`src/design/uetp_pkg.sv`:
```
`timescale 1ns / 1ps
package uetp_pkg;

  // endpoint count and derived index widths
  localparam int EP_COUNT = 4;
  localparam int EP_W     = (EP_COUNT > 1) ? $clog2(EP_COUNT) : 1;
  localparam int SLOT_W   = EP_W + 1;

  // endpoints backed by configuration registers
  localparam int CFG_EP   = 4;
  localparam int CFG_W    = 10;
  localparam int NUM_REGS = 2 * CFG_EP;
  localparam int REG_IW   = $clog2(NUM_REGS);
  localparam int ADDR_W   = REG_IW + 2;

  localparam logic [CFG_W-1:0] TX_LEN_EP0_RST  = 10'd64;
  localparam logic [CFG_W-1:0] RX_SIZE_EP0_RST = 10'd64;

  localparam logic [3:0] PID_SETUP = 4'd13;
  localparam logic [3:0] PID_IN    = 4'd9;

  typedef enum logic [1:0] {
    OP_WRITE     = 2'd0,
    OP_SET_ADDR  = 2'd1,
    OP_TOKEN     = 2'd2,
    OP_BUS_RESET = 2'd3
  } op_t;

  typedef enum logic [1:0] {
    STAT_OK      = 2'd0,
    STAT_INVALID = 2'd1,
    STAT_BUSY    = 2'd2
  } status_t;

  // configuration view handed to the core
  typedef struct packed {
    logic [CFG_EP-1:0][CFG_W-1:0] tx_len;
    logic [CFG_EP-1:0][CFG_W-1:0] rx_size;
  } cfg_t;

  // input request, first field in the highest bits
  typedef struct packed {
    logic        token_odd;
    logic        token_is_tx;
    logic [3:0]  token_pid;
    logic [6:0]  new_device_address;
    logic [15:0] transfer_length;
    logic [31:0] buffer_address;
    logic [3:0]  endpoint;
  } item_t;

  // result, first field in the highest bits
  typedef struct packed {
    logic [6:0]       address_value;
    logic             address_load;
    logic [CFG_W-1:0] rx_count;
    logic             rx_rearm;
    logic             tx_data1;
    logic [CFG_W-1:0] tx_count;
    logic [31:0]      tx_address;
    logic             tx_slot_odd;
    logic [3:0]       tx_endpoint;
    logic             tx_issue;
    status_t          status;
  } res_t;

  localparam int ITEM_W = $bits(item_t);
  localparam int RES_W  = $bits(res_t);
  localparam int IN_DW  = ((ITEM_W + 7) / 8) * 8;
  localparam int OUT_DW = ((RES_W + 7) / 8) * 8;

  // max packet size, zero for endpoints without a register
  function automatic logic [CFG_W-1:0] max_packet(input cfg_t c, input logic [3:0] ep);
    logic [CFG_W-1:0] v;
    v = '0;
    for (int i = 0; i < CFG_EP; i++) begin
      if (ep == 4'(i)) v = c.tx_len[i];
    end
    return v;
  endfunction

  // receive re-arm size, zero for endpoints without a register
  function automatic logic [CFG_W-1:0] rx_size(input cfg_t c, input logic [3:0] ep);
    logic [CFG_W-1:0] v;
    v = '0;
    for (int i = 0; i < CFG_EP; i++) begin
      if (ep == 4'(i)) v = c.rx_size[i];
    end
    return v;
  endfunction

endpackage

```
`src/design/uetp_cfg_regs.sv`:
```
`timescale 1ns / 1ps
module uetp_cfg_regs
  import uetp_pkg::*;
(
  input  logic              clk,
  input  logic              rst_n,
  input  logic              psel,
  input  logic              penable,
  input  logic              pwrite,
  input  logic [ADDR_W-1:0] paddr,
  input  logic [31:0]       pwdata,
  output logic [31:0]       prdata,
  output logic              pready,
  output cfg_t              cfg
);

  logic [CFG_W-1:0]  regs_r [NUM_REGS];
  logic [REG_IW-1:0] idx;
  logic              wr_en;

  assign pready = 1'b1;
  assign idx    = paddr[ADDR_W-1:2];
  assign wr_en  = psel && penable && pwrite && pready;

  // register file, tx lengths first then rx sizes
  always_ff @(posedge clk) begin
    if (!rst_n) begin
      for (int i = 0; i < NUM_REGS; i++) begin
        if (i == 0) begin
          regs_r[i] <= TX_LEN_EP0_RST;
        end else if (i == CFG_EP) begin
          regs_r[i] <= RX_SIZE_EP0_RST;
        end else begin
          regs_r[i] <= '0;
        end
      end
    end else if (wr_en) begin
      regs_r[idx] <= pwdata[CFG_W-1:0];
    end
  end

  // read back
  assign prdata = {{(32-CFG_W){1'b0}}, regs_r[idx]};

  always_comb begin
    for (int i = 0; i < CFG_EP; i++) begin
      cfg.tx_len[i]  = regs_r[i];
      cfg.rx_size[i] = regs_r[CFG_EP + i];
    end
  end

endmodule

```
`src/design/usb_endpoint_tx_packetizer_core.sv`:
```
`timescale 1ns / 1ps
// channel   ports                  payload
// input     in_tvalid/in_tready    in_tdata request fields, in_tuser opcode
// output    out_tvalid/out_tready  out_tdata result fields
// config    cfg_psel..cfg_prdata   eight 10-bit registers at 4*i
//
// every request is handled in order: its endpoint entry is read from the
// pending-transfer memory when it is accepted, then updated and the result register loaded
// the single port of that memory and the read-modify-write set this order
// reset is synchronous and active low; no clearing pass, the memory has no reset
// a result held by out_tready stalls the update cycle; a new request is taken
// only once the previous one has been written back
module usb_endpoint_tx_packetizer_core
  import uetp_pkg::*;
(
  input  logic              clk,
  input  logic              rst_n,
  // endpoint, buffer_address, transfer_length, new_device_address,
  // token_pid, token_is_tx, token_odd
  input  logic [IN_DW-1:0]  in_tdata,
  // opcode
  input  logic [1:0]        in_tuser,
  input  logic              in_tvalid,
  output logic              in_tready,
  // status, tx_issue, tx_endpoint, tx_slot_odd, tx_address, tx_count,
  // tx_data1, rx_rearm, rx_count, address_load, address_value
  output logic [OUT_DW-1:0] out_tdata,
  output logic              out_tvalid,
  input  logic              out_tready,
  input  logic              cfg_psel,
  input  logic              cfg_penable,
  input  logic              cfg_pwrite,
  input  logic [ADDR_W-1:0] cfg_paddr,
  input  logic [31:0]       cfg_pwdata,
  output logic [31:0]       cfg_prdata,
  output logic              cfg_pready
);

  typedef enum logic {ST_IDLE, ST_EXEC} state_t;

  cfg_t   cfg;
  state_t state_r, state_nxt;
  item_t  item_r, in_item;
  op_t    op_r;
  res_t   res_r, res_nxt;
  logic   out_tvalid_r, out_tvalid_nxt;

  // pending transfer memory: {address, length}
  logic [47:0]        mem [EP_COUNT];
  logic [47:0]        rd_data_r;
  logic [47:0]        mem_wdata;
  logic               mem_we;

  // per-endpoint and per-slot control flops, deferred device address
  logic [EP_COUNT-1:0]   valid_r, valid_nxt;
  logic [EP_COUNT-1:0]   odd_r, odd_nxt;
  logic [EP_COUNT-1:0]   tog_r, tog_nxt;
  logic [2*EP_COUNT-1:0] owned_r, owned_nxt;
  logic [6:0]            deferred_r, deferred_nxt;

  logic             in_fire, exec_fire;
  logic             ep_ok, try_issue, base_valid, issued;
  logic [EP_W-1:0]  epi;
  logic [SLOT_W-1:0] slot;
  logic [31:0]      base_addr;
  logic [15:0]      base_len, rem_len;
  logic [CFG_W-1:0] mp, pkt_len;

  uetp_cfg_regs u_cfg (
    .clk     (clk),
    .rst_n   (rst_n),
    .psel    (cfg_psel),
    .penable (cfg_penable),
    .pwrite  (cfg_pwrite),
    .paddr   (cfg_paddr),
    .pwdata  (cfg_pwdata),
    .prdata  (cfg_prdata),
    .pready  (cfg_pready),
    .cfg     (cfg)
  );

  assign in_item    = item_t'(in_tdata[ITEM_W-1:0]);
  assign in_tready  = (state_r == ST_IDLE);
  assign in_fire    = in_tvalid && in_tready;
  assign exec_fire  = (state_r == ST_EXEC) && (!out_tvalid_r || out_tready);
  assign out_tvalid = out_tvalid_r;
  assign out_tdata  = {{(OUT_DW-RES_W){1'b0}}, res_r};

  // request capture, payload only
  always_ff @(posedge clk) begin
    if (in_fire) begin
      item_r <= in_item;
      op_r   <= op_t'(in_tuser);
    end
  end

  // memory: read on request, write back on update
  always_ff @(posedge clk) begin
    if (in_fire) begin
      rd_data_r <= mem[in_item.endpoint[EP_W-1:0]];
    end
    if (exec_fire && mem_we) begin
      mem[epi] <= mem_wdata;
    end
  end

  // packet cut from the loaded request or the stored transfer
  assign epi       = item_r.endpoint[EP_W-1:0];
  assign ep_ok     = ({1'b0, item_r.endpoint} < 5'(EP_COUNT));
  assign base_addr = (op_r == OP_WRITE) ? item_r.buffer_address : rd_data_r[47:16];
  assign base_len  = (op_r == OP_WRITE) ? item_r.transfer_length : rd_data_r[15:0];
  assign mp        = max_packet(cfg, item_r.endpoint);
  assign pkt_len   = (base_len < {6'b0, mp}) ? base_len[CFG_W-1:0] : mp;
  assign rem_len   = base_len - {6'b0, pkt_len};
  assign slot      = {epi, odd_r[epi]};

  // request decode and endpoint update
  always_comb begin
    res_nxt      = '0;
    valid_nxt    = valid_r;
    odd_nxt      = odd_r;
    tog_nxt      = tog_r;
    owned_nxt    = owned_r;
    deferred_nxt = deferred_r;
    mem_we       = 1'b0;
    try_issue    = 1'b0;
    base_valid   = 1'b0;
    issued       = 1'b0;
    case (op_r)
      OP_WRITE: begin
        if (!ep_ok) begin
          res_nxt.status = STAT_INVALID;
        end else if (valid_r[epi]) begin
          res_nxt.status = STAT_BUSY;
        end else begin
          base_valid     = 1'b1;
          try_issue      = 1'b1;
          mem_we         = 1'b1;
          valid_nxt[epi] = 1'b1;
        end
      end
      OP_SET_ADDR: begin
        deferred_nxt = item_r.new_device_address;
      end
      OP_TOKEN: begin
        if (!ep_ok) begin
          res_nxt.status = STAT_INVALID;
        end else begin
          // completed transmit frees its slot before any flush
          if (item_r.token_is_tx) begin
            owned_nxt[{epi, item_r.token_odd}] = 1'b0;
          end
          if (item_r.token_pid == PID_SETUP) begin
            tog_nxt[epi] = 1'b1;
          end else if (item_r.token_pid == PID_IN) begin
            if (deferred_r != 7'd0) begin
              res_nxt.address_load  = 1'b1;
              res_nxt.address_value = deferred_r;
              deferred_nxt          = 7'd0;
            end
            try_issue  = 1'b1;
            base_valid = valid_r[epi];
          end
          if (!item_r.token_is_tx) begin
            res_nxt.rx_rearm = 1'b1;
            res_nxt.rx_count = rx_size(cfg, item_r.endpoint);
          end
        end
      end
      default: begin
        // bus reset: endpoint 0 back to idle, address cleared
        valid_nxt[0]         = 1'b0;
        odd_nxt[0]           = 1'b0;
        tog_nxt[0]           = 1'b0;
        owned_nxt[0]         = 1'b0;
        owned_nxt[1]         = 1'b0;
        res_nxt.address_load = 1'b1;
      end
    endcase

    // hand a packet to the current slot if it is free
    if (try_issue && base_valid && !owned_nxt[slot]) begin
      issued              = 1'b1;
      res_nxt.tx_issue    = 1'b1;
      res_nxt.tx_endpoint = item_r.endpoint;
      res_nxt.tx_slot_odd = odd_r[epi];
      res_nxt.tx_address  = base_addr;
      res_nxt.tx_count    = pkt_len;
      res_nxt.tx_data1    = tog_r[epi];
      owned_nxt[slot]     = 1'b1;
      odd_nxt[epi]        = ~odd_r[epi];
      tog_nxt[epi]        = ~tog_r[epi];
      valid_nxt[epi]      = (rem_len != 16'd0);
      mem_we              = 1'b1;
    end
    mem_wdata = issued ? {base_addr + {22'b0, pkt_len}, rem_len} : {base_addr, base_len};
  end

  // sequencer next state and result register
  always_comb begin
    state_nxt      = state_r;
    out_tvalid_nxt = out_tvalid_r;
    if (out_tvalid_r && out_tready) begin
      out_tvalid_nxt = 1'b0;
    end
    case (state_r)
      ST_IDLE: begin
        if (in_fire) state_nxt = ST_EXEC;
      end
      ST_EXEC: begin
        if (exec_fire) begin
          state_nxt      = ST_IDLE;
          out_tvalid_nxt = 1'b1;
        end
      end
      default: state_nxt = ST_IDLE;
    endcase
  end

  always_ff @(posedge clk) begin
    if (!rst_n) begin
      state_r      <= ST_IDLE;
      out_tvalid_r <= 1'b0;
    end else begin
      state_r      <= state_nxt;
      out_tvalid_r <= out_tvalid_nxt;
    end
    if (exec_fire) begin
      res_r <= res_nxt;
    end
  end

  // endpoint control flops
  always_ff @(posedge clk) begin
    if (!rst_n) begin
      valid_r    <= '0;
      odd_r      <= '0;
      tog_r      <= '0;
      owned_r    <= '0;
      deferred_r <= '0;
    end else if (exec_fire) begin
      valid_r    <= valid_nxt;
      odd_r      <= odd_nxt;
      tog_r      <= tog_nxt;
      owned_r    <= owned_nxt;
      deferred_r <= deferred_nxt;
    end
  end

  // checks
  ast_accept_exec: assert property (@(posedge clk) disable iff (!rst_n)
    in_fire |=> (state_r == ST_EXEC))
    else $error("accepted request did not enter update cycle");

  ast_issue_owns: assert property (@(posedge clk) disable iff (!rst_n)
    (exec_fire && issued) |=> owned_r[$past(slot)])
    else $error("issued slot not marked owned");

  ast_bus_reset: assert property (@(posedge clk) disable iff (!rst_n)
    (exec_fire && op_r == OP_BUS_RESET) |=> (!valid_r[0] && !owned_r[0] && !owned_r[1]))
    else $error("bus reset left endpoint 0 active");

  ast_result_after_update: assert property (@(posedge clk) disable iff (!rst_n)
    exec_fire |=> out_tvalid_r)
    else $error("update cycle produced no result");

endmodule

```
`config.mk`:
```
export PLATFORM = sky130hd
export DESIGN_NAME = usb_endpoint_tx_packetizer_core
export DESIGN_NICKNAME = d
export VERILOG_FILES = /design/src/design/uetp_pkg.sv /design/src/design/uetp_cfg_regs.sv /design/src/design/usb_endpoint_tx_packetizer_core.sv
export SDC_FILE = /design/constraint.sdc
export NUM_CORES = 1
export LEC_CHECK = 0
export BUFFER_PORTS_ARGS = -buffer_cell sky130_fd_sc_hd__buf_2
export CAP_MARGIN = 0
export CORE_MARGIN = 2
export CORE_UTILIZATION = 25
export CTS_CLUSTER_SIZE = 25
export DETAILED_ROUTE_END_ITERATION = 10
export PLACE_DENSITY_LB_ADDON = 0.3
export SLEW_MARGIN = 20
export SYNTH_ARGS = -nofsm -noshare
export SYNTH_HDL_FRONTEND = slang
export SYNTH_SLANG_ARGS = --single-unit
```
`constraint.sdc`:
```
create_clock -name clk -period 9.1 [get_ports clk]
set_input_delay 1.82 -clock clk [delete_from_list [all_inputs] [get_ports clk]]
set_output_delay 1.82 -clock clk [all_outputs]
set_load 0.005 [all_outputs]
```
After elaboration in Yosys (flattened, before gate mapping) --
Memories as Yosys holds them, arrays and structs flattened. A register that Yosys moved wholly into a read port is not among the register bits. Cells that the tools add are included.
Cells by class: add/sub/neg operators 2, multiply operators 0, div/mod/pow operators 0, magnitude comparators 8, eq/ne operators 11, shift operators 0, mux-type cells 90, bitwise gates (word level) 12, reductions and logical operators 28
Operators with widths (number):
- 10-bit 2-to-1 mux | 10
- 48-bit 2-to-1 mux | 1
- 1-bit 2-to-1 mux | 37
- 32-bit by 10-bit adder with 32-bit output | 1
- 32-bit 2-to-1 mux | 1
- 7-bit 2-to-1 mux | 4
- 4-bit 2-to-1 mux | 6
- 8-bit 2-to-1 mux | 3
- 16-bit by 10-bit < comparator with 1-bit output | 1
- 16-bit 2-to-1 mux | 1
- 16-bit nonzero test | 1
- 16-bit by 10-bit subtractor with 16-bit output | 1
- 7-bit case mux with 2 select lines | 1
- 4-bit bitwise mux | 3
- 12-bit 2-to-1 mux | 1
- 1-bit case mux with 2 select lines | 6
- 1-bit logical AND | 11
- 11-bit 2-to-1 mux | 1
- 10-bit OR reduction | 1
- 3-bit 2-to-1 mux | 3
- 8-bit AND | 1
- 4-bit by 2-bit equality test with 1-bit output, second input constant | 2
- 4-bit equality test, second input constant | 2
- 3-bit by 4-bit < comparator with 1-bit output, second input constant | 2
- other kinds (30) | 50
Word-level totals: register bits 166, latch bits 0, memory bits (writable) 272, memory bits (read-only) 0, output and inout port bits 107, word-level logic and storage cells 180, memories kept 2
Memories:
- mem | depth 4, bits a word 48, rd ports 1, clocked after memory_dff 1, write ports 1, RTL line usb_endpoint_tx_packetizer_core.sv:49 | logic [47:0] mem [EP_COUNT];
- u_cfg.regs_r | depth 8, bits a word 10, rd ports 9, clocked after memory_dff 0, write ports 8, RTL line uetp_cfg_regs.sv:17 | logic [CFG_W-1:0] regs_r [NUM_REGS];

Depth between registers and ports, before layout --
depth in word-level cells 17, mapped depth 29, gate-level depth less buffers 21

Hierarchy --
From an unflattened synthesis, not the netlist that was laid out.
Unflattened totals: cell total of the unflattened synthesis 1534, area total of the unflattened synthesis 22670.5 µm²
By module, submodules not included:
- usb_endpoint_tx_packetizer_core | times used 1, cells each 1278, area an instance 18676.7 µm², seq. area each 11901.4 µm²
- uetp_cfg_regs | times used 1, cells each 256, area an instance 3993.8 µm², seq. area each 2402.3 µm²

Worst setup path after synthesis --
No wires, ideal clock.
path kind input port to flip-flop, start point in out_tready, end point mem mem[3][0], enable pin, library setup time 0.453 ns, arrival time 7.063 ns, setup slack 1.583 ns, cell stages on the path 6, path through nand2b_1 nand2_1 inv_1 clkbuf_1 o21ai_0 nor2_1
On the way: word-level cells in the longest chain between the ends 5
RTL lines:
- start: declaration | RTL line usb_endpoint_tx_packetizer_core.sv:29 | input logic out_tready,
- 1-bit logical OR | RTL line usb_endpoint_tx_packetizer_core.sv:85 | assign exec_fire = (state_r == ST_EXEC) && (!out_tvalid_r || out_tready);
- 1-bit logical AND | RTL line usb_endpoint_tx_packetizer_core.sv:85
- named net exec_fire | RTL line usb_endpoint_tx_packetizer_core.sv:61 | logic in_fire, exec_fire;
- 1-bit logical AND | RTL line usb_endpoint_tx_packetizer_core.sv:102 | if (exec_fire && mem_we) begin
- 1-bit 2-to-1 mux | RTL line usb_endpoint_tx_packetizer_core.sv:102
- 1-bit 2-to-1 mux (implied by the code) | RTL line usb_endpoint_tx_packetizer_core.sv:103 | mem[epi] <= mem_wdata;
- end: declaration | RTL line usb_endpoint_tx_packetizer_core.sv:49
The timed path passes the listed nets, and every way through them passes these cells.

Final worst setup path --
start point reg op_r[0], end point mem mem[0][32] (data pin)
On the way: word-level cells in the longest chain between the ends 9, elaborated cells on any way between the ends 20
RTL lines:
- start: declaration | RTL line usb_endpoint_tx_packetizer_core.sv:44 | op_t op_r;
- start signal: assignment | RTL line usb_endpoint_tx_packetizer_core.sv:93 | op_r <= op_t'(in_tuser);
- parallel branches: the longest is 8 deep, another holds 32-bit by 10-bit adder with 32-bit output
- 48-bit 2-to-1 mux (*) | RTL line usb_endpoint_tx_packetizer_core.sv:196 | mem_wdata = issued ? {base_addr + {22'b0, pkt_len}, rem_len} : {base_addr, base_len};
- named net mem_wdata[32] | RTL line usb_endpoint_tx_packetizer_core.sv:51 | logic [47:0] mem_wdata;
Mark *: on every way through the listed nets, which the timed path passes. The select of a mux whose other input is x is not followed.

==> run_results.csv <==
group,metric,value,unit
run_status,status,"completed",
routing,top_layer,"met5",
clock_tree,cts_tree,"built",
synth,syn-mean-instance-area,14.5,um2
die,die-area,91400,um2
routing,initialDrtViolationCount,944,
clock_tree,cts_root_buf,"clkbuf_16",
synth,synth_top_area_share,61.7,%
sta,hold_viol,0,
global_routing,grt_usage,12.8,%
global_routing,grt_max_degree,55,
routing,route.met3.wl,3200,um
clock_tree,cts.path.max_buffers,3,
worst_hold_path,hp-class,"reg2reg",
clock_tree,htree_levels,2,
die,core_area,88200,um2
worst_setup_path,rr_startpoint,"op_r[0]",
layout,final_util,29.7,%
sta,skew,59.1,ps
layout,drive_above_1_share,23.8,%
power,p_per_area,201,nW/um2
routing,wire_per_inst,20.4,um
flow_run,cap_violations,0,
routing,wl_met1,25700,um
sta,relSlewSlack,31.8,%
worst_setup_path,worstSetupEndpointType,"flip-flop",
placed_design,port_buffers,168,
synth,synth_top_family_by_area,"multiplexers",
sta,rsz0062_at_grt,"no",
synth,synth_cell_types,88,
clock_tree,ctsHoldBuffers,0,
synth,ys_seq_area_share,64.3,%
worst_setup_path,reg2reg_depth,19,
sta,worst_pin_slew,1020,ps
synth,synth_compound_area_share,7.17,%
worst_setup_path,worstSetupStartpointType,"flip-flop",
global_routing,gr-total-overflow,0,
routing,firstDrtPassIters,7,
die,start_util,25.2,%
synth,synthCells,1539,
synth,async_reset_ff_share,0,%
clock_tree,postCtsSetupBuffers,0,
global_routing,grt_pass1_vias,14100,
power,ir_worst_vdd,0.000166,V
routing,ant_nets,0,
synth,yosys_warnings,0,
worst_setup_path,timing.critical_path.from,"op_r[0]",
sta,max_freq,136,MHz
die,die_x,302,um
worst_setup_path,arrival,7710,ps
worst_setup_path,r2r_slack,1740,ps
worst_setup_path,cp_num_cells,19,
worst_setup_path,critPathMaxFanout,33,
routing,remaining_drc_errors,0,
power,p_leak,8.92,nW
clock_tree,worstSkewPairLatency,630,ps
die,fp-row-count,109,
layout,final_cell_mix,"edfxtp_1, buf_2, nor2_1",
routing,via_count,13500,
synth,synth_area,22200,um2
layout,fillers,8839,
synth,synth-edff-count,457,
routing,wl_met2,29300,um
routing,routed_wl,59700,um
clock_tree,cts_made_buffers,56,
sta,maxSlewViolCount,0,
worst_setup_path,regToRegEndpoint,"mem[0][32]",
worst_setup_path,crit_chain,"inv_1 > ha_4 > mux2i_1 > clkinv_1 > ha_1 > a211oi_1 > nand2_1 > o2111ai_1 > nand2_1 > buf_4 > o21ai_0 > ha_1 > a21oi_1 > o21ai_0 > a2111oi_2 > a2111o_1 > nor3_1 > xor2_1 > mux2_2",
sta,setup_viol,0,
synth,synthMuxAreaShare,11.4,%
synth,synth_top_cell_by_area,"edfxtp_1",
die,chipHeight,302,um
synth,ys_seq_elements,486,
global_routing,grt_first_pass_wirelength,87600,um
clock_tree,cts_sinks,486,
worst_setup_path,cp_num_buf_inv,3,
layout,area_growth,17.7,%
synth,synthTopCellsByArea,"edfxtp_1, mux4_2, and2_1",
worst_setup_path,cp_top_family,"compound AO/OA/AOI/OAI gates",
clock_tree,cts_resized,0,
routing,viasPerCell,4.61,
worst_setup_path,worst-setup-path-type,"reg2reg",
worst_setup_path,crit_path_top_delay_cell,"mux2i_1",
sta,fin_tns_setup,0,ps
synth,synth_xor_area_share,2.20,%
placed_design,hpwl,38900,um
synth,synthFlopType,"edfxtp_1",
synth,synth_fa_ha_area_share,1.42,%
global_routing,grt_antenna_before_repair,6,
layout,nNetsFinal,1856,
layout,final_common_cell,"edfxtp_1",
sta,min_period,7360,ps
sta,period_share,80.8,%
power,fin_total_pwr,5.27,mW
die,io_pins,225,
synth,yosys.area_share.simple,10.5,%
clock_tree,path_clk_slew,60,ps
worst_setup_path,critPathCapture,"mem[0][32]",
placed_design,gp_congestion,0.849,
worst_setup_path,worstPathRequired,9460,ps
worst_setup_path,max_stage_delay,570,ps
metal layers:
| layer | global-route usage [%] | up-vias |
|---|---|---|
| met3 | 2.26 | 101 |
| met5 | 0 | - |
| met1 | 16.5 | 6834 |
| li1 | - | 6181 |
| met4 | 3.77 | 6 |
| met2 | 21.9 | 366 |
area by class of cell:
type | instances | area (um2) | area share (%)
repair buffers | 192 | 1030 | 3.93
clock buffers | 71 | 1480 | 5.64
multi-input cells | 941 | 7450 | 28.5
clock inverters | 31 | 312 | 1.19
well taps | 1165 | 1460 | 5.57
inverters | 39 | 149 | 0.569
flip-flops and latches | 486 | 14300 | 54.6
diodes | 2 | 5.00 | 0.0191
through the flow:
step | cell area (um2) | std cells | hold WS, ps | worst slack [ps]
global route | 26200 | 2926 | 514 | 1170
CTS | 26200 | 2924 | 490 | 1610
global placement | 24400 | 2822 | 476 | 1750
floorplan | 22300 | 1564 | 454 | 1580
detailed placement | 24400 | 2822 | 482 | 1630
finish | 26200 | 2927 | 489 | 1740
synthesized netlist by cell type (5+ instances only):
| library cell | instances |
|---|---|
| dfxtp_1 | 29 |
| edfxtp_1 | 457 |
| inv_1 | 33 |
| ha_1 | 21 |
| nand2_1 | 77 |
| or2_2 | 9 |
| o21ai_0 | 53 |
| nor4_1 | 8 |
| nand3_1 | 16 |
| or3_1 | 6 |
| xor2_1 | 16 |
| and2_1 | 98 |
| o22ai_1 | 7 |
| a31oi_1 | 10 |
| a221oi_1 | 5 |
| xnor2_1 | 40 |
| buf_6 | 5 |
| buf_4 | 27 |
| nor2_1 | 116 |
| buf_2 | 9 |
| o31ai_1 | 8 |
| mux4_2 | 77 |
| a21o_1 | 9 |
| mux2_2 | 16 |
| a22oi_1 | 12 |
| nor2b_1 | 30 |
| clkbuf_1 | 39 |
| a21oi_1 | 60 |
| nand2b_1 | 19 |
| nand4_1 | 9 |
| buf_1 | 18 |
| a21boi_0 | 13 |
| nand3b_1 | 11 |
| mux2i_1 | 54 |
| nor3_1 | 24 |
kinds of logic (layout without fill, tap and decap cells):
logic type | count (synthesis) | after routing
fa+ha+maj | 25 | 25
xor+xnor | 56 | 56
buf+inv | 137 | 333
compound gates | 236 | 236
mux | 151 | 151
other cells | 2 | 29
simple gates | 446 | 446
flops | 486 | 486
tightest hold or removal path, delay by kind of cell (launching register included):
kind | cells | cell delay (ps)
compound gates | 2 | 130
flops | 1 | 310
flip-flops by register name, indices dropped and copies added, names as in the netlist:
| name | count |
|---|---|
| op_r | 2 |
| u_cfg.regs_r | 80 |
| tog_r | 4 |
| epi | 2 |
| item_r | 63 |
| deferred_r | 7 |
| odd_r | 4 |
| out_tdata | 70 |
| owned_r | 8 |
| out_tvalid | 1 |
| rd_data_r | 48 |
| valid_r | 4 |
| mem | 192 |
| state_r | 1 |
report_power, final:
| group | switching [mW] | internal [mW] | leakage (nW) |
|---|---|---|---|
| registers | 0.0390 | 2.54 | 4.53 |
| clock network | 0.924 | 1.26 | 0.870 |
| logic | 0.314 | 0.183 | 3.51 |
| total | 1.28 | 3.99 | 8.92 |
worst min path at each step:
stage               start         end  slack [ps]  cells past startpoint
6_report       owned_r[6]  owned_r[6]         490                      2
3_5_place_dp   owned_r[6]  owned_r[6]         480                      2
3_3_place_gp     tog_r[3]    tog_r[3]         480                      2
2_1_floorplan    odd_r[0]    odd_r[0]         450                      2
5_1_grt          odd_r[3]    odd_r[3]         510                      1
4_1_cts        owned_r[6]  owned_r[6]         490                      2
(Power assumes the default switching activity.)
